File: src/hdl/sbbm_pkg.sv
// ----------------------------------------------------------------------------
// sbbm_pkg
// Shared types and constants of the sample block buffer manager.
// ----------------------------------------------------------------------------
`default_nettype none

package sbbm_pkg;

    // fixed field widths and pool sizes
    localparam int BUFFER_COUNT    = 4;
    localparam int ID_W            = 2;
    localparam int BLOCK_WORDS     = 256;
    localparam int MAX_CHANNELS    = 8;
    localparam int CHAN_W          = 3;
    localparam int CCOUNT_W        = 4;
    localparam int FILL_W          = 9;
    localparam int SLOT_W          = 8;
    localparam int SAMPLE_W        = 10;
    localparam int DROP_W          = 16;
    localparam logic [DROP_W-1:0] DROP_MAX = 16'hFFFF;

    // defaults of the top level parameters
    localparam int RING_DEPTH_DEF  = 8;
    localparam int QUEUE_DEPTH_DEF = 2;

    // stream widths
    localparam int S_TDATA_W = 16;
    localparam int S_TUSER_W = 2;
    localparam int M_TDATA_W = 72;

    // event codes on the input stream
    typedef enum logic [1:0] {
        OP_SAMPLE = 2'd0,
        OP_TICK   = 2'd1,
        OP_DRAIN  = 2'd2,
        OP_STOP   = 2'd3
    } t_op;

    // classified event as it travels through the command queue
    typedef struct packed {
        logic                is_sample;
        logic                is_tick;
        logic                is_drain;
        logic                is_stop;
        logic [SAMPLE_W-1:0] value;
    } t_cmd;

    // configuration seen by the back end
    typedef struct packed {
        logic [CCOUNT_W-1:0] channel_count;
        logic [FILL_W-1:0]   fill_limit;
    } t_cfg;

    // result item, last field in the lowest bits
    typedef struct packed {
        logic [1:0]          pad;
        logic [DROP_W-1:0]   drained_overrun;
        logic [FILL_W-1:0]   drained_count;
        logic [ID_W-1:0]     drained_buffer;
        logic                drained_valid;
        logic [DROP_W-1:0]   overrun_count;
        logic                timer_error;
        logic                block_complete;
        logic [CHAN_W-1:0]   next_channel;
        logic [SAMPLE_W-1:0] stored_value;
        logic [SLOT_W-1:0]   slot;
        logic [ID_W-1:0]     buffer_id;
        logic                stored;
    } t_result;

endpackage

`default_nettype wire

File: src/hdl/sbbm_front.sv
// ----------------------------------------------------------------------------
// sbbm_front
// Input side: takes events from the stream, decodes the event kind and
// prepares the value to store, then pushes the command into the queue.
// ----------------------------------------------------------------------------
`default_nettype none

module sbbm_front (
    input  wire logic                               i_s_tvalid,
    output logic                                    o_s_tready,
    input  wire logic [sbbm_pkg::S_TDATA_W-1:0]     i_s_tdata,
    input  wire logic [sbbm_pkg::S_TUSER_W-1:0]     i_s_tuser,
    input  wire logic                               i_eight_bit,
    input  wire logic                               i_q_full,
    output logic                                    o_q_push,
    output sbbm_pkg::t_cmd                          o_q_cmd
);
    import sbbm_pkg::*;

    logic [SAMPLE_W-1:0] sample;

    // accept whenever the queue has room
    assign o_s_tready = !i_q_full;
    assign o_q_push   = i_s_tvalid && !i_q_full;
    assign sample     = i_s_tdata[SAMPLE_W-1:0];

    // event decode and eight-bit reduction
    always_comb begin
        o_q_cmd       = '0;
        o_q_cmd.value = i_eight_bit ? {2'b00, sample[SAMPLE_W-1:2]} : sample;
        unique case (t_op'(i_s_tuser)) OP_SAMPLE: begin
            o_q_cmd.is_sample = 1'b1;
        end
        OP_TICK: begin
            o_q_cmd.is_tick = 1'b1;
        end
        OP_DRAIN: begin
            o_q_cmd.is_drain = 1'b1;
        end
        OP_STOP: begin
            o_q_cmd.is_stop = 1'b1;
        end
        default: begin
            o_q_cmd.is_stop = 1'b1;
        end
        endcase
    end

endmodule

`default_nettype wire

File: src/hdl/sbbm_fifo.sv
// ----------------------------------------------------------------------------
// sbbm_fifo
// Short command queue between the front end and the back end.
// ----------------------------------------------------------------------------
`default_nettype none

module sbbm_fifo #(
    parameter int DEPTH = sbbm_pkg::QUEUE_DEPTH_DEF
) (
    input  wire logic           i_clk,
    input  wire logic           i_rst_n,
    input  wire logic           i_push,
    input  sbbm_pkg::t_cmd      i_data,
    output logic                o_full,
    input  wire logic           i_pop,
    output logic                o_valid,
    output sbbm_pkg::t_cmd      o_data
);
    import sbbm_pkg::*;

    localparam int PTR_W = (DEPTH > 1) ? $clog2(DEPTH) : 1;
    localparam int CNT_W = $clog2(DEPTH + 1);

    t_cmd             r_mem [DEPTH];
    logic [PTR_W-1:0] r_wr_ptr;
    logic [PTR_W-1:0] r_rd_ptr;
    logic [CNT_W-1:0] r_count;
    logic [PTR_W-1:0] n_wr_ptr;
    logic [PTR_W-1:0] n_rd_ptr;
    logic [CNT_W-1:0] n_count;
    logic             do_push;
    logic             do_pop;

    assign o_full  = (r_count == CNT_W'(DEPTH));
    assign o_valid = (r_count != '0);
    assign o_data  = r_mem[r_rd_ptr];
    assign do_push = i_push && !o_full;
    assign do_pop  = i_pop && o_valid;

    // pointer and fill count update
    always_comb begin
        n_wr_ptr = r_wr_ptr;
        n_rd_ptr = r_rd_ptr;
        n_count  = r_count;
        if (do_push) begin
            n_wr_ptr = (r_wr_ptr == PTR_W'(DEPTH - 1)) ? '0 : r_wr_ptr + 1'b1;
        end
        if (do_pop) begin
            n_rd_ptr = (r_rd_ptr == PTR_W'(DEPTH - 1)) ? '0 : r_rd_ptr + 1'b1;
        end
        if (do_push && !do_pop) begin
            n_count = r_count + 1'b1;
        end else if (do_pop && !do_push) begin
            n_count = r_count - 1'b1;
        end
    end

    always_ff @(posedge i_clk) begin
        if (!i_rst_n) begin
            r_wr_ptr <= '0;
            r_rd_ptr <= '0;
            r_count  <= '0;
        end else begin
            r_wr_ptr <= n_wr_ptr;
            r_rd_ptr <= n_rd_ptr;
            r_count  <= n_count;
        end
    end

    // entry storage
    always_ff @(posedge i_clk) begin
        if (do_push) begin
            r_mem[r_wr_ptr] <= i_data;
        end
    end

endmodule

`default_nettype wire

File: src/hdl/sbbm_back.sv
// ----------------------------------------------------------------------------
// sbbm_back
// Back end: owns the buffer rings, headers and counters, and carries out each
// command as a frame quotient estimate, then the state update.
// ----------------------------------------------------------------------------
`default_nettype none

module sbbm_back #(
    parameter int RING_DEPTH = sbbm_pkg::RING_DEPTH_DEF
) (
    input  wire logic           i_clk,
    input  wire logic           i_rst_n,
    input  sbbm_pkg::t_cfg      i_cfg,
    input  wire logic           i_cmd_valid,
    input  sbbm_pkg::t_cmd      i_cmd,
    output logic                o_cmd_pop,
    output logic                o_res_valid,
    input  wire logic           i_res_ready,
    output sbbm_pkg::t_result   o_res
);
    import sbbm_pkg::*;

    localparam int PTR_W = (RING_DEPTH > 1) ? $clog2(RING_DEPTH) : 1;
    localparam logic [PTR_W-1:0] FREE_HEAD_RST = PTR_W'(BUFFER_COUNT % RING_DEPTH);
    localparam int RECIP_W = 13;
    localparam int PROD_W  = FILL_W + RECIP_W;
    localparam int BASE_W  = FILL_W + CCOUNT_W;

    // floor(4096 / channels), indexed by the effective channel count
    localparam logic [RECIP_W-1:0] RECIP [16] = '{
        13'd4096, 13'd4096, 13'd2048, 13'd1365, 13'd1024, 13'd819, 13'd682, 13'd585,
        13'd512,  13'd512,  13'd512,  13'd512,  13'd512,  13'd512, 13'd512, 13'd512
    };

    typedef enum logic [1:0] {
        S_FETCH = 2'b01,
        S_APPLY = 2'b10
    } t_back_state;

    t_back_state       r_state;
    t_cmd              r_cmd;
    logic [FILL_W-1:0] r_quot;

    // pool state
    logic [ID_W-1:0]   r_free_ring [RING_DEPTH];
    logic [PTR_W-1:0]  r_free_head;
    logic [PTR_W-1:0]  r_free_tail;
    logic [ID_W-1:0]   r_done_ring [RING_DEPTH];
    logic [PTR_W-1:0]  r_done_head;
    logic [PTR_W-1:0]  r_done_tail;
    logic [ID_W-1:0]   r_held;
    logic [FILL_W-1:0] r_fill;
    logic              r_need;
    logic [DROP_W-1:0] r_drop;
    logic [CHAN_W-1:0] r_chan;
    logic              r_tick_pend;
    logic              r_tick_miss;
    logic [FILL_W-1:0] r_hdr_cnt [BUFFER_COUNT];
    logic [DROP_W-1:0] r_hdr_ovr [BUFFER_COUNT];

    logic              r_out_valid;
    t_result           r_out;

    // next values
    logic [PTR_W-1:0]  n_free_head;
    logic [PTR_W-1:0]  n_free_tail;
    logic [PTR_W-1:0]  n_done_head;
    logic [PTR_W-1:0]  n_done_tail;
    logic [ID_W-1:0]   n_held;
    logic [FILL_W-1:0] n_fill;
    logic              n_need;
    logic [DROP_W-1:0] n_drop;
    logic [CHAN_W-1:0] n_chan;
    logic              n_tick_pend;
    logic              n_tick_miss;
    t_result           res;

    // array write ports
    logic              wr_free;
    logic [ID_W-1:0]   wr_free_id;
    logic              wr_done;
    logic [ID_W-1:0]   wr_done_id;
    logic              wr_cnt;
    logic [ID_W-1:0]   wr_cnt_id;
    logic [FILL_W-1:0] wr_cnt_val;
    logic              wr_ovr;
    logic [ID_W-1:0]   wr_ovr_id;

    logic [CCOUNT_W-1:0] eff_ch;
    logic [FILL_W-1:0]   eff_limit;
    logic [PROD_W-1:0]   quot_prod;
    logic [BASE_W-1:0]   frame_base;
    logic [BASE_W-1:0]   frame_rem;
    logic [FILL_W-1:0]   trunc_fill;
    logic                no_free;
    logic [ID_W-1:0]     take_id;
    logic [ID_W-1:0]     buf_id;
    logic [FILL_W-1:0]   fill_base;
    logic [FILL_W-1:0]   fill_inc;
    logic [ID_W-1:0]     drain_id;
    logic                fetch_go;
    logic                apply_go;

    function automatic logic [PTR_W-1:0] f_ptr_next(input logic [PTR_W-1:0] p);
        return (p == PTR_W'(RING_DEPTH - 1)) ? '0 : p + 1'b1;
    endfunction

    // reset content of one free ring entry: last buffer id that lands there
    function automatic logic [ID_W-1:0] f_free_init(input int slot);
        logic [ID_W-1:0] id;
        id = '0;
        for (int i = 0; i < BUFFER_COUNT; i++) begin
            if ((i % RING_DEPTH) == slot) begin
                id = ID_W'(i);
            end
        end
        return id;
    endfunction

    // clamp the configuration into its working range
    always_comb begin
        if (i_cfg.channel_count == '0) begin
            eff_ch = CCOUNT_W'(1);
        end else if (i_cfg.channel_count > CCOUNT_W'(MAX_CHANNELS)) begin
            eff_ch = CCOUNT_W'(MAX_CHANNELS);
        end else begin
            eff_ch = i_cfg.channel_count;
        end
        if (i_cfg.fill_limit == '0) begin
            eff_limit = FILL_W'(1);
        end else if (i_cfg.fill_limit > FILL_W'(BLOCK_WORDS)) begin
            eff_limit = FILL_W'(BLOCK_WORDS);
        end else begin
            eff_limit = i_cfg.fill_limit;
        end
    end

    // handshakes of the two steps
    assign fetch_go    = (r_state == S_FETCH) && i_cmd_valid;
    assign apply_go    = (r_state == S_APPLY) && (!r_out_valid || i_res_ready);
    assign o_cmd_pop   = fetch_go;
    assign o_res_valid = r_out_valid;
    assign o_res       = r_out;

    // first step: quotient estimate of fill / channels, at most one low
    assign quot_prod = PROD_W'(r_fill) * PROD_W'(RECIP[eff_ch]);

    // second step: exact whole-frame fill from the estimate
    always_comb begin
        frame_base = BASE_W'(r_quot) * BASE_W'(eff_ch);
        frame_rem  = BASE_W'(r_fill) - frame_base;
        if (frame_rem >= BASE_W'(eff_ch)) begin
            trunc_fill = FILL_W'(frame_base + BASE_W'(eff_ch));
        end else begin
            trunc_fill = FILL_W'(frame_base);
        end
    end

    assign no_free   = r_need && (r_free_head == r_free_tail);
    assign take_id   = r_free_ring[r_free_tail];
    assign buf_id    = r_need ? take_id : r_held;
    assign fill_base = r_need ? '0 : r_fill;
    assign fill_inc  = fill_base + 1'b1;
    assign drain_id  = r_done_ring[r_done_tail];

    // command execution
    always_comb begin
        n_free_head = r_free_head;
        n_free_tail = r_free_tail;
        n_done_head = r_done_head;
        n_done_tail = r_done_tail;
        n_held      = r_held;
        n_fill      = r_fill;
        n_need      = r_need;
        n_drop      = r_drop;
        n_chan      = r_chan;
        n_tick_pend = r_tick_pend;
        n_tick_miss = r_tick_miss;
        res         = '0;
        wr_free     = 1'b0;
        wr_free_id  = drain_id;
        wr_done     = 1'b0;
        wr_done_id  = buf_id;
        wr_cnt      = 1'b0;
        wr_cnt_id   = buf_id;
        wr_cnt_val  = fill_inc;
        wr_ovr      = 1'b0;
        wr_ovr_id   = take_id;

        priority if (r_cmd.is_sample) begin
            if (no_free) begin
                // no buffer to take: drop the sample
                if (r_drop != DROP_MAX) begin
                    n_drop = r_drop + 1'b1;
                end
                n_tick_pend = 1'b0;
            end else begin
                // round-robin channel advance
                if (eff_ch > CCOUNT_W'(1)) begin
                    if (r_chan == '0) begin
                        n_tick_pend = 1'b0;
                    end
                    if ({1'b0, r_chan} >= eff_ch - 1'b1) begin
                        n_chan = '0;
                    end else begin
                        n_chan = r_chan + 1'b1;
                    end
                end else begin
                    n_tick_pend = 1'b0;
                end
                // take a fresh buffer from the free ring
                if (r_need) begin
                    n_held      = take_id;
                    n_free_tail = f_ptr_next(r_free_tail);
                    n_need      = 1'b0;
                    wr_ovr      = 1'b1;
                end
                res.stored       = 1'b1;
                res.buffer_id    = buf_id;
                res.slot         = fill_base[SLOT_W-1:0];
                res.stored_value = r_cmd.value;
                n_fill           = fill_inc;
                // buffer full: push to the done ring
                if (fill_inc >= eff_limit) begin
                    wr_cnt             = 1'b1;
                    wr_done            = 1'b1;
                    n_done_head        = f_ptr_next(r_done_head);
                    n_need             = 1'b1;
                    n_drop             = '0;
                    res.block_complete = 1'b1;
                end
            end
        end else if (r_cmd.is_tick) begin
            if (r_tick_pend) begin
                n_tick_miss = 1'b1;
            end
            n_tick_pend = 1'b1;
        end else if (r_cmd.is_drain) begin
            // oldest full buffer goes back to the free ring
            if (r_done_head != r_done_tail) begin
                n_done_tail         = f_ptr_next(r_done_tail);
                wr_free             = 1'b1;
                n_free_head         = f_ptr_next(r_free_head);
                res.drained_valid   = 1'b1;
                res.drained_buffer  = drain_id;
                res.drained_count   = r_hdr_cnt[drain_id];
                res.drained_overrun = r_hdr_ovr[drain_id];
            end
        end else begin
            // stop: flush the held buffer cut to whole frames
            if (!r_need && (r_fill >= FILL_W'(eff_ch))) begin
                wr_cnt             = 1'b1;
                wr_cnt_id          = r_held;
                wr_cnt_val         = trunc_fill;
                wr_done            = 1'b1;
                wr_done_id         = r_held;
                n_done_head        = f_ptr_next(r_done_head);
                n_need             = 1'b1;
                n_fill             = '0;
                res.block_complete = 1'b1;
            end
        end

        res.next_channel  = n_chan;
        res.timer_error   = n_tick_miss;
        res.overrun_count = n_drop;
    end

    // sequencer, control state and free ring
    always_ff @(posedge i_clk) begin
        if (!i_rst_n) begin
            r_state     <= S_FETCH;
            r_free_head <= FREE_HEAD_RST;
            r_free_tail <= '0;
            r_done_head <= '0;
            r_done_tail <= '0;
            r_held      <= '0;
            r_fill      <= '0;
            r_need      <= 1'b1;
            r_drop      <= '0;
            r_chan      <= '0;
            r_tick_pend <= 1'b0;
            r_tick_miss <= 1'b0;
            r_out_valid <= 1'b0;
            for (int e = 0; e < RING_DEPTH; e++) begin
                r_free_ring[e] <= f_free_init(e);
            end
        end else begin
            unique case (r_state)
            S_FETCH: begin
                if (fetch_go) begin
                    r_state <= S_APPLY;
                end
            end
            S_APPLY: begin
                if (apply_go) begin
                    r_state <= S_FETCH;
                end
            end
            default: begin
                r_state <= S_FETCH;
            end
            endcase
            if (apply_go) begin
                r_free_head <= n_free_head;
                r_free_tail <= n_free_tail;
                r_done_head <= n_done_head;
                r_done_tail <= n_done_tail;
                r_held      <= n_held;
                r_fill      <= n_fill;
                r_need      <= n_need;
                r_drop      <= n_drop;
                r_chan      <= n_chan;
                r_tick_pend <= n_tick_pend;
                r_tick_miss <= n_tick_miss;
                if (wr_free) begin
                    r_free_ring[r_free_head] <= wr_free_id;
                end
            end
            if (apply_go) begin
                r_out_valid <= 1'b1;
            end else if (i_res_ready) begin
                r_out_valid <= 1'b0;
            end
        end
    end

    // payload: command, estimate, done ring, headers and result
    always_ff @(posedge i_clk) begin
        if (fetch_go) begin
            r_cmd  <= i_cmd;
            r_quot <= quot_prod[RECIP_W-1 +: FILL_W];
        end
        if (apply_go) begin
            r_out <= res;
            if (wr_done) begin
                r_done_ring[r_done_head] <= wr_done_id;
            end
            if (wr_cnt) begin
                r_hdr_cnt[wr_cnt_id] <= wr_cnt_val;
            end
            if (wr_ovr) begin
                r_hdr_ovr[wr_ovr_id] <= r_drop;
            end
        end
    end

endmodule

`default_nettype wire

File: src/hdl/sample_block_buffer_manager_core.sv
// ----------------------------------------------------------------------------
// sample_block_buffer_manager_core
// Buffer pool manager for a round-robin ADC logger: event stream in, one
// result per event out, configuration over an APB-style port.
// ----------------------------------------------------------------------------
//
//  channel   | direction | content
//  ----------+-----------+----------------------------------------------------
//  s stream  | in        | tuser: operation; tdata: sample
//  m stream  | out       | tdata: one result per event (see port comment)
//  apb       | in/out    | 0x0 channel_count, 0x4 block_fill_limit,
//            |           | 0x8 eight_bit_mode
//
//  The front end accepts one event per cycle while the queue has room; the
//  queue holds two entries by default. The back end handles each event as a
//  reciprocal multiply for the frame quotient, then the state update with the
//  result registered, and takes no new event before that update is done.
//  A stalled result waits in the output register while the next event is
//  fetched; reset is synchronous and clears all control state.
//
`default_nettype none

module sample_block_buffer_manager_core #(
    parameter int RING_DEPTH  = sbbm_pkg::RING_DEPTH_DEF,
    parameter int QUEUE_DEPTH = sbbm_pkg::QUEUE_DEPTH_DEF
) (
    input  wire logic                               i_clk,
    input  wire logic                               i_rst_n,
    // input stream
    input  wire logic                               i_s_tvalid,
    output logic                                    o_s_tready,
    // [9:0] sample, [15:10] zero
    input  wire logic [sbbm_pkg::S_TDATA_W-1:0]     i_s_tdata,
    // [1:0] operation
    input  wire logic [sbbm_pkg::S_TUSER_W-1:0]     i_s_tuser,
    // result stream
    output logic                                    o_m_tvalid,
    input  wire logic                               i_m_tready,
    // [0] stored, [2:1] buffer_id, [10:3] slot, [20:11] stored_value,
    // [23:21] next_channel, [24] block_complete, [25] timer_error,
    // [41:26] overrun_count, [42] drained_valid, [44:43] drained_buffer,
    // [53:45] drained_count, [69:54] drained_overrun, [71:70] zero
    output logic [sbbm_pkg::M_TDATA_W-1:0]          o_m_tdata,
    // configuration port
    input  wire logic                               psel,
    input  wire logic                               penable,
    input  wire logic                               pwrite,
    input  wire logic [3:0]                         paddr,
    input  wire logic [31:0]                        pwdata,
    output logic [31:0]                             prdata,
    output logic                                    pready
);
    import sbbm_pkg::*;

    localparam logic [1:0] REG_CHANNELS = 2'd0;
    localparam logic [1:0] REG_LIMIT    = 2'd1;
    localparam logic [1:0] REG_MODE     = 2'd2;

    logic [CCOUNT_W-1:0] r_channel_count;
    logic [FILL_W-1:0]   r_fill_limit;
    logic                r_eight_bit;
    logic                cfg_write;
    logic [1:0]          reg_index;

    t_cfg    cfg;
    logic    q_full;
    logic    q_push;
    t_cmd    q_in;
    logic    q_pop;
    logic    q_valid;
    t_cmd    q_out;
    t_result res;

    // configuration registers
    assign pready    = 1'b1;
    assign reg_index = paddr[3:2];
    assign cfg_write = psel && penable && pwrite && pready;

    always_ff @(posedge i_clk) begin
        if (!i_rst_n) begin
            r_channel_count <= CCOUNT_W'(1);
            r_fill_limit    <= FILL_W'(BLOCK_WORDS);
            r_eight_bit     <= 1'b0;
        end else if (cfg_write) begin
            unique case (reg_index)
            REG_CHANNELS: begin
                r_channel_count <= pwdata[CCOUNT_W-1:0];
            end
            REG_LIMIT: begin
                r_fill_limit <= pwdata[FILL_W-1:0];
            end
            REG_MODE: begin
                r_eight_bit <= pwdata[0];
            end
            default: begin
                r_eight_bit <= r_eight_bit;
            end
            endcase
        end
    end

    // register readback
    always_comb begin
        unique case (reg_index)
        REG_CHANNELS: begin
            prdata = 32'(r_channel_count);
        end
        REG_LIMIT: begin
            prdata = 32'(r_fill_limit);
        end
        REG_MODE: begin
            prdata = 32'(r_eight_bit);
        end
        default: begin
            prdata = '0;
        end
        endcase
    end

    assign cfg.channel_count = r_channel_count;
    assign cfg.fill_limit    = r_fill_limit;

    // event decode
    sbbm_front u_front (
        .i_s_tvalid  (i_s_tvalid),
        .o_s_tready  (o_s_tready),
        .i_s_tdata   (i_s_tdata),
        .i_s_tuser   (i_s_tuser),
        .i_eight_bit (r_eight_bit),
        .i_q_full    (q_full),
        .o_q_push    (q_push),
        .o_q_cmd     (q_in)
    );

    // command queue
    sbbm_fifo #(
        .DEPTH (QUEUE_DEPTH)
    ) u_fifo (
        .i_clk   (i_clk),
        .i_rst_n (i_rst_n),
        .i_push  (q_push),
        .i_data  (q_in),
        .o_full  (q_full),
        .i_pop   (q_pop),
        .o_valid (q_valid),
        .o_data  (q_out)
    );

    // buffer pool execution
    sbbm_back #(
        .RING_DEPTH (RING_DEPTH)
    ) u_back (
        .i_clk       (i_clk),
        .i_rst_n     (i_rst_n),
        .i_cfg       (cfg),
        .i_cmd_valid (q_valid),
        .i_cmd       (q_out),
        .o_cmd_pop   (q_pop),
        .o_res_valid (o_m_tvalid),
        .i_res_ready (i_m_tready),
        .o_res       (res)
    );

    assign o_m_tdata = M_TDATA_W'(res);

endmodule

`default_nettype wire

File: config.mk
export PLATFORM = sky130hd
export DESIGN_NAME = sample_block_buffer_manager_core
export DESIGN_NICKNAME = d
export VERILOG_FILES = /design/src/hdl/sbbm_pkg.sv /design/src/hdl/sbbm_front.sv /design/src/hdl/sbbm_fifo.sv /design/src/hdl/sbbm_back.sv /design/src/hdl/sample_block_buffer_manager_core.sv
export SDC_FILE = /design/constraint.sdc
export NUM_CORES = 1
export LEC_CHECK = 0
export CORE_MARGIN = 2
export CORE_UTILIZATION = 30
export DETAILED_ROUTE_END_ITERATION = 6
export DONT_BUFFER_PORTS = 1
export HOLD_SLACK_MARGIN = 0.06
export PLACE_DENSITY = 0.55
export SLEW_MARGIN = 20
export SYNTH_ARGS = -nofsm -noshare
export SYNTH_HDL_FRONTEND = slang
export SYNTH_SLANG_ARGS = --single-unit
File: constraint.sdc
create_clock -name i_clk -period 17.66 [get_ports i_clk]
set_clock_uncertainty 0.1 [all_clocks]
set_input_delay 0.883 -clock i_clk [delete_from_list [all_inputs] [get_ports i_clk]]
set_output_delay 0.883 -clock i_clk [all_outputs]
set_load 0.005 [all_outputs]
* Word level (Yosys, flattened, before mapping) *
Memories as Yosys holds them, arrays and structs flattened. A register that Yosys moved wholly into a read port is not among the register bits.
Cells that the tools add are included.

word-level totals
  register bits after elaboration = 120
  RAM bits = 160
  memory bits (read-only) = 208
  output and inout port bits = 107
  logic and storage cells = 236
  memories = 6

memory list
  name                words  bits a word  rd ports  clocked after memory_dff  wr ports  line              RTL
  (name not given)    16     13           1         0                         0         sbbm_back.sv:146  assign quot_prod = PROD_W'(r_fill) * PROD_W'(RECIP[eff_ch]);
  u_back.r_hdr_ovr    4      16           1         1                         1         sbbm_back.sv:59   logic [DROP_W-1:0] r_hdr_ovr [BUFFER_COUNT];
  u_back.r_hdr_cnt    4      9            1         1                         1         sbbm_back.sv:58   logic [FILL_W-1:0] r_hdr_cnt [BUFFER_COUNT];
  u_fifo.r_mem        2      14           1         1                         1         sbbm_fifo.sv:24   t_cmd r_mem [DEPTH];
  u_back.r_done_ring  8      2            1         1                         1         sbbm_back.sv:48   logic [ID_W-1:0] r_done_ring [RING_DEPTH];
  u_back.r_free_ring  8      2            1         1                         8         sbbm_back.sv:45   logic [ID_W-1:0] r_free_ring [RING_DEPTH];

operators by class
  add/sub/neg operators = 14
  multipliers = 2
  order comparisons = 8
  equal/unequal tests = 22
  mux-type cells = 107
  bitwise logic cells = 6
  reduce and logical (&&, ||, !) cells = 41

operators by type and width
  cell                                                              count
  9-bit 2-to-1 mux                                                  13
  16-bit 2-to-1 mux                                                 4
  3-bit 2-to-1 mux                                                  19
  1-bit 2-to-1 mux                                                  50
  2-bit 2-to-1 mux                                                  14
  9-bit case mux with 3 select lines                                1
  13-bit 2-to-1 mux                                                 2
  9-bit by 13-bit multiplier with 21-bit output                     1
  16-bit by 1-bit adder with 16-bit output (second input constant)  1
  16-bit != test (second input constant)                            1
  3-bit by 1-bit adder with 3-bit output (second input constant)    5
  13-bit by 4-bit greater-or-equal comparator with 1-bit output     1
  9-bit by 4-bit multiplier with 13-bit output                      1
  9-bit by 13-bit subtractor with 13-bit output                     1
  3-bit equality test (second input constant)                       4
  1-bit logical AND                                                 11
  2-bit equality test (second input constant)                       5
  10-bit 2-to-1 mux                                                 1
  5-bit AND reduction                                               2
  2-bit nonzero test                                                5
  9-bit by 1-bit adder with 9-bit output (second input constant)    1
  9-bit by 4-bit adder with 9-bit output                            1
  9-bit by 4-bit greater-or-equal comparator with 1-bit output      1
  9-bit greater-or-equal comparator                                 1
  other kinds (32)                                                  54

* Longest topological paths before layout *
  word-level depth = 12
  depth in mapped cells = 28
  mapped depth without buffers = 27

* Cells and area by module *
From an unflattened synthesis, not the netlist that was laid out.

second synthesis, totals
  cell total of the unflattened synthesis = 1668
  area total of the unflattened synthesis = 19197.2 sq um

modules (own cells, without submodules)
  module                            instances  cells each  area an instance (sq um)  seq. area each (sq um)
  sbbm_back                         1          1479        16878.7                   7807.5
  sbbm_fifo                         1          68          1239.9                    940.9
  sample_block_buffer_manager_core  1          104         897.1                     280.3
  sbbm_front                        1          17          181.4                     0.0

* Least setup slack after synthesis *
OpenSTA, ideal clock, no wires.

  path type = reg-to-reg
  start = register r_channel_count[3]
  end = register u_back.r_quot[7], data pin
  data arrival time = 6.330 ns
  required time = 17.302 ns
  slack = 10.972 ns
  cell stages (with the launch flop) = 26
  buffers on the path = 4
  path through = dfxtp_1 -> clkbuf_1 -> nor2b_1 -> clkbuf_1 -> ha_1 -> nor2b_1 -> clkbuf_1 -> nor2b_1 -> clkbuf_1 -> nand2_1 -> fa_1 -> inv_1 -> fa_1 -> fa_1 -> fa_1 -> ha_1 -> a21o_1 -> a211oi_1 -> nand2_1 -> o221ai_2 -> nor2_1 -> o31a_1 -> or4_1 -> a31o_2 -> a21oi_2 -> xnor2_1

on the way
  longest elaborated chain between the ends = 8

ends and longest elaborated chain
  what                                                      line                                    RTL
  start, declared                                           sample_block_buffer_manager_core.sv:59  logic [CCOUNT_W-1:0] r_channel_count;
  start signal, assigned                                    sample_block_buffer_manager_core.sv:87  r_channel_count <= pwdata[CCOUNT_W-1:0];
  4-bit greater-than comparator                             sbbm_back.sv:124                        end else if (i_cfg.channel_count > CCOUNT_W'(MAX_CHANNELS)) begin
  4-bit 2-to-1 mux                                          sbbm_back.sv:124
  4-bit 2-to-1 mux *                                        sbbm_back.sv:122                        if (i_cfg.channel_count == '0) begin
  4-bit inverter with 5-bit output (implied by the code) *  sbbm_back.sv:146
  memory 16 x 13 bit *                                      -
  13-bit 2-to-1 mux (implied by the code) * (2 in a row)    sbbm_back.sv:146
  9-bit by 13-bit multiplier with 21-bit output *           sbbm_back.sv:146
  named net u_back.quot_prod[19]                            sbbm_back.sv:91                         logic [PROD_W-1:0] quot_prod;
  end signal, assigned                                      sbbm_back.sv:332                        r_quot <= quot_prod[RECIP_W-1 +: FILL_W];
  end, declared                                             sbbm_back.sv:42                         logic [FILL_W-1:0] r_quot;

Mark *: on every way through the listed nets, which the timed path passes. The rest lies on a longest branch. The select of a mux whose other input is x is not followed.
A chain may end at the register's enable or synchronous reset.

* Worst setup path in the final report *
  start = register r_channel_count[2]
  end = register u_back.r_quot[8], data pin

Same word-level chain as after synthesis.

==> results.txt <==
outcome - completed
worst skew pair latency - 0.53 ns
number of library cell types mapped by synthesis - 86
number of DRC violations after detailed routing - 0
worst path buffer plus inverter count - 2
worst reg2reg startpoint - r_channel_count[2]
Slowest cell on crit path - nor2b_1
most area-consuming cells after synthesis - edfxtp_1, fa_1, dfxtp_1, ha_1, mux4_2
endpoints failing hold - 0
layout overhead on the synthesized area - 10.6%
Peak VDD IR - 56.3 uV
clock tree from TritonCTS - yes
category of the most critical setup path - reg2reg
net switching share of the total power - 27.1%
buffers from clock root to sink, at most - 3
minimum setup slack among reg-to-reg paths - 10.13 ns
maximum fanout count along the critical path - 17
x dimension of the die - 256 microns
EDFF count, synth - 250
path depth of the worst reg2reg path - 24
Slew HR - 29.0%
cell at the root of the clock tree - clkbuf_16
Power Density - 91.6 nW/um^2
Worst Hold Class - in2reg
combined area of the multi-input logic cells - 9220 sq um
max-capacitance violation count - 0
first-pass GRT wire length - 69600 microns
syn avg cell area - 11.4 sq um
fraction of layout instances using a drive strength above 1 - 9.77%
Worst Hold Margin - 0.325 ns
port bufs - 0
count of buffers added by post-CTS timing repair for setup - 0
Post-Route WL - 43600 microns
Gate Count Post-Synth - 1676
Sink Count - 322
HPWL after detailed placement - 32000 microns
register area share after synthesis - 47.0%
cell accounting for the most synthesized area - edfxtp_1
Starting Density - 30.3%
top-count cell post-synth - edfxtp_1
placer's final routability congestion estimate - 0.834
deepest level of the CTS H-tree - 2
number of nets still failing antenna checks after routing - 0
number of vias per cell after detailed routing - 4.81
initial DRC count - 721
total net switching power - 0.524 mW
Die Y-Extent - 256 microns
end point of the critical path - u_back.r_quot[8]
destination of the worst register-to-register timing path - u_back.r_quot[8]
Ports - 168
data arrival at the endpoint of the critical path - 7.71 ns
critical path, cell by cell - nor2_1 > nor2_1 > nor2_1 > buf_4 > ha_1 > nor2b_1 > nor2b_1 > nand2_1 > fa_1 > inv_1 > fa_1 > fa_1 > fa_1 > ha_1 > a21o_1 > a211oi_1 > nand2_1 > o221ai_2 > nor2_1 > o31a_1 > or4_1 > and2_1 > a211oi_2 > xnor2_1
crit path launch - r_channel_count[2]
fraction of synthesized cell area taken by the top area cell type - 39.4%
Warnings, synthesis - 0
number of CTS-inserted buffers - 36
required arrival time at the worst endpoint - 17.84 ns
combined area of all synthesized cells - 19100 sq um
CP endpoint kind - flop
pin count of the biggest net entering global routing - 66
total number of vias - 12185
first-pass detailed-route iteration total - 5
async set-or-reset flop fraction in the synthesized netlist - 0%
measured slew at the worst slew-check pin - 1.06 ns
layout filler cell count - 6288
portion of total power attributed to combinational logic - 15.1%
floorplan row count - 92
area used by sequential logic in the layout - 8950 sq um
mean routed wirelength per cell - 17.2 microns
setup repair after global routing missed its margin - no
most instantiated cells after synthesis - edfxtp_1, nand2_1, inv_1
sum of overflow across all layers after global routing - 0
internal power contribution - 1.41 mW
Achievable Freq - 133 MHz
post-layout total power - 1.93 mW
Crit path max-delay family - simple AND/OR/NAND/NOR gates
count of endpoints failing setup in the final report - 0
Worst-path clk slew - 0.06 ns
Leak Pwr - 8.51 nW
startpoint class of the critical path - flop
min Tclk post-route - 7.53 ns
critical path's largest stage delay - 0.67 ns
area inside the core boundary - 63000 sq um
flip-flop cell with the highest count after synthesis - edfxtp_1
initial antenna violation count - 1
post-cts resize count - 0
number of nets in the finished design - 1915
GRT Resource Usage Total - 13.4%
#FFs+latches synth - 322
part of the total power dissipated in the clock network - 37.5%
number of pins exceeding their max-slew limit in the final report - 0
number of buffers added to fix hold violations after cts - 0
number of global-route vias before repair - 12417
sequential group share of total power - 47.4%
Die Footprint - 65600 sq um
final-layout setup total negative slack - 0 ns
number of cells on the critical path - 24
ratio of final minimum period to clock period - 42.6%
power groups by stage:
stage / Combinational [mW] / Sequential (mW) / Clock [mW]
after floorplan: 0.231 / 0.916 / 0
final: 0.292 / 0.915 / 0.723
after global routing: 0.329 / 0.922 / 0.777
after CTS: 0.295 / 0.917 / 0.744
after detailed placement: 0.293 / 0.933 / 0
after global placement: 0.286 / 0.931 / 0
final cells by class:
class / instances / share of cell area (%)
inverters: 145 / 2.59
flip-flops and latches: 322 / 42.5
well taps: 846 / 5.02
diodes: 1 / 0.0119
clock inverters: 19 / 0.713
clock buffers: 46 / 4.74
repair buffers: 20 / 0.713
multi-input cells: 1136 / 43.7
flip-flops by register name, summed over array words and instances (netlist names), 13 cells and up, named ones only:
register / count
u_back.o_res: 70
u_back.r_done_ring: 16
u_back.r_drop: 16
u_back.r_free_ring: 16
u_fifo.r_mem: 26
u_back.r_hdr_cnt: 36
u_back.r_cmd: 13
u_back.r_hdr_ovr: 64
layout by cell type (no fill, tap or decap), types with 4 or more instances in the layout:
| master | count |
|---|---|
| xor2_1 | 21 |
| o21a_1 | 5 |
| o21ai_0 | 43 |
| nor3_1 | 28 |
| a211oi_1 | 4 |
| nor2_1 | 127 |
| or4_1 | 4 |
| ha_1 | 101 |
| mux2_2 | 22 |
| inv_1 | 142 |
| mux4_2 | 33 |
| dfxtp_1 | 72 |
| or3_1 | 4 |
| edfxtp_1 | 250 |
| buf_4 | 20 |
| clkinv_2 | 8 |
| and2_1 | 99 |
| nand3_1 | 42 |
| a22o_1 | 4 |
| conb_1 | 26 |
| mux2i_1 | 24 |
| and3_1 | 35 |
| a21oi_1 | 54 |
| a21o_1 | 20 |
| clkinvlp_4 | 4 |
| clkbuf_1 | 4 |
| nand2b_1 | 21 |
| a31oi_1 | 23 |
| xnor2_1 | 22 |
| fa_1 | 92 |
| nor2b_1 | 16 |
| a22oi_1 | 9 |
| nor4_1 | 4 |
| nand4_1 | 11 |
| clkbuf_8 | 6 |
| nand2_1 | 157 |
| clkbuf_16 | 36 |
| clkinv_1 | 4 |
how the worst min path moves through the flow:
stage	start	endpoint	slack (ns)	cells after the start
floorplan	u_back.r_chan[0]	u_back.r_chan[0]	0.35	2
global placement	u_back.r_chan[0]	u_back.r_chan[0]	0.37	2
detailed placement	u_back.r_chan[0]	u_back.r_chan[0]	0.37	2
finish	i_rst_n	r_channel_count[0]	0.32	1
global route	i_rst_n	r_channel_count[0]	0.32	1
CTS	i_rst_n	r_channel_count[0]	0.30	1
logic make-up (layout without fill, tap and decap cells):
group	Yosys count	after routing	synth area share, %
and+or+nand+nor	578	578	15.0
DFF	322	322	47.0
buffers and inverters	242	230	5.41
AOI/OAI and AO/OA	211	211	7.45
adders and majority gates	195	195	16.4
muxes	82	82	6.64
xor gates and xnor gates	44	44	2.06
other	2	27	0.0394
layer usage:
metal  global-route usage, %  vias to the layer above  wire (microns)
met5                       0                        -               0
met4                    3.09                        0             893
met3                    1.96                       63            2120
met2                    22.2                      286           20500
met1                    18.4                     6036           20000
li1                        -                     5800               -
metrics by stage:
| step | setup slack (ns) | std cells | area (sq um) | utilization [%] |
|---|---|---|---|---|
| after global routing | 9.51 | 2534 | 21100 | 33.5 |
| after CTS | 10.09 | 2534 | 21100 | 33.5 |
| after global placement | 10.10 | 2469 | 19900 | 31.6 |
| after detailed placement | 10.10 | 2469 | 19900 | 31.6 |
| final | 10.13 | 2535 | 21100 | 33.5 |
| after floorplan | 10.97 | 1700 | 19100 | - |
worst register-to-register path: cells and delay by family (launching register included):
family	cells	cell delay [ns]
fa+ha+maj	6	2.56
xor+xnor	1	0.09
compound gates	5	1.21
simple gates	10	2.57
buf+inv	2	0.26
flops	1	0.49
Note: power is estimated with default switching activity, not from simulation.
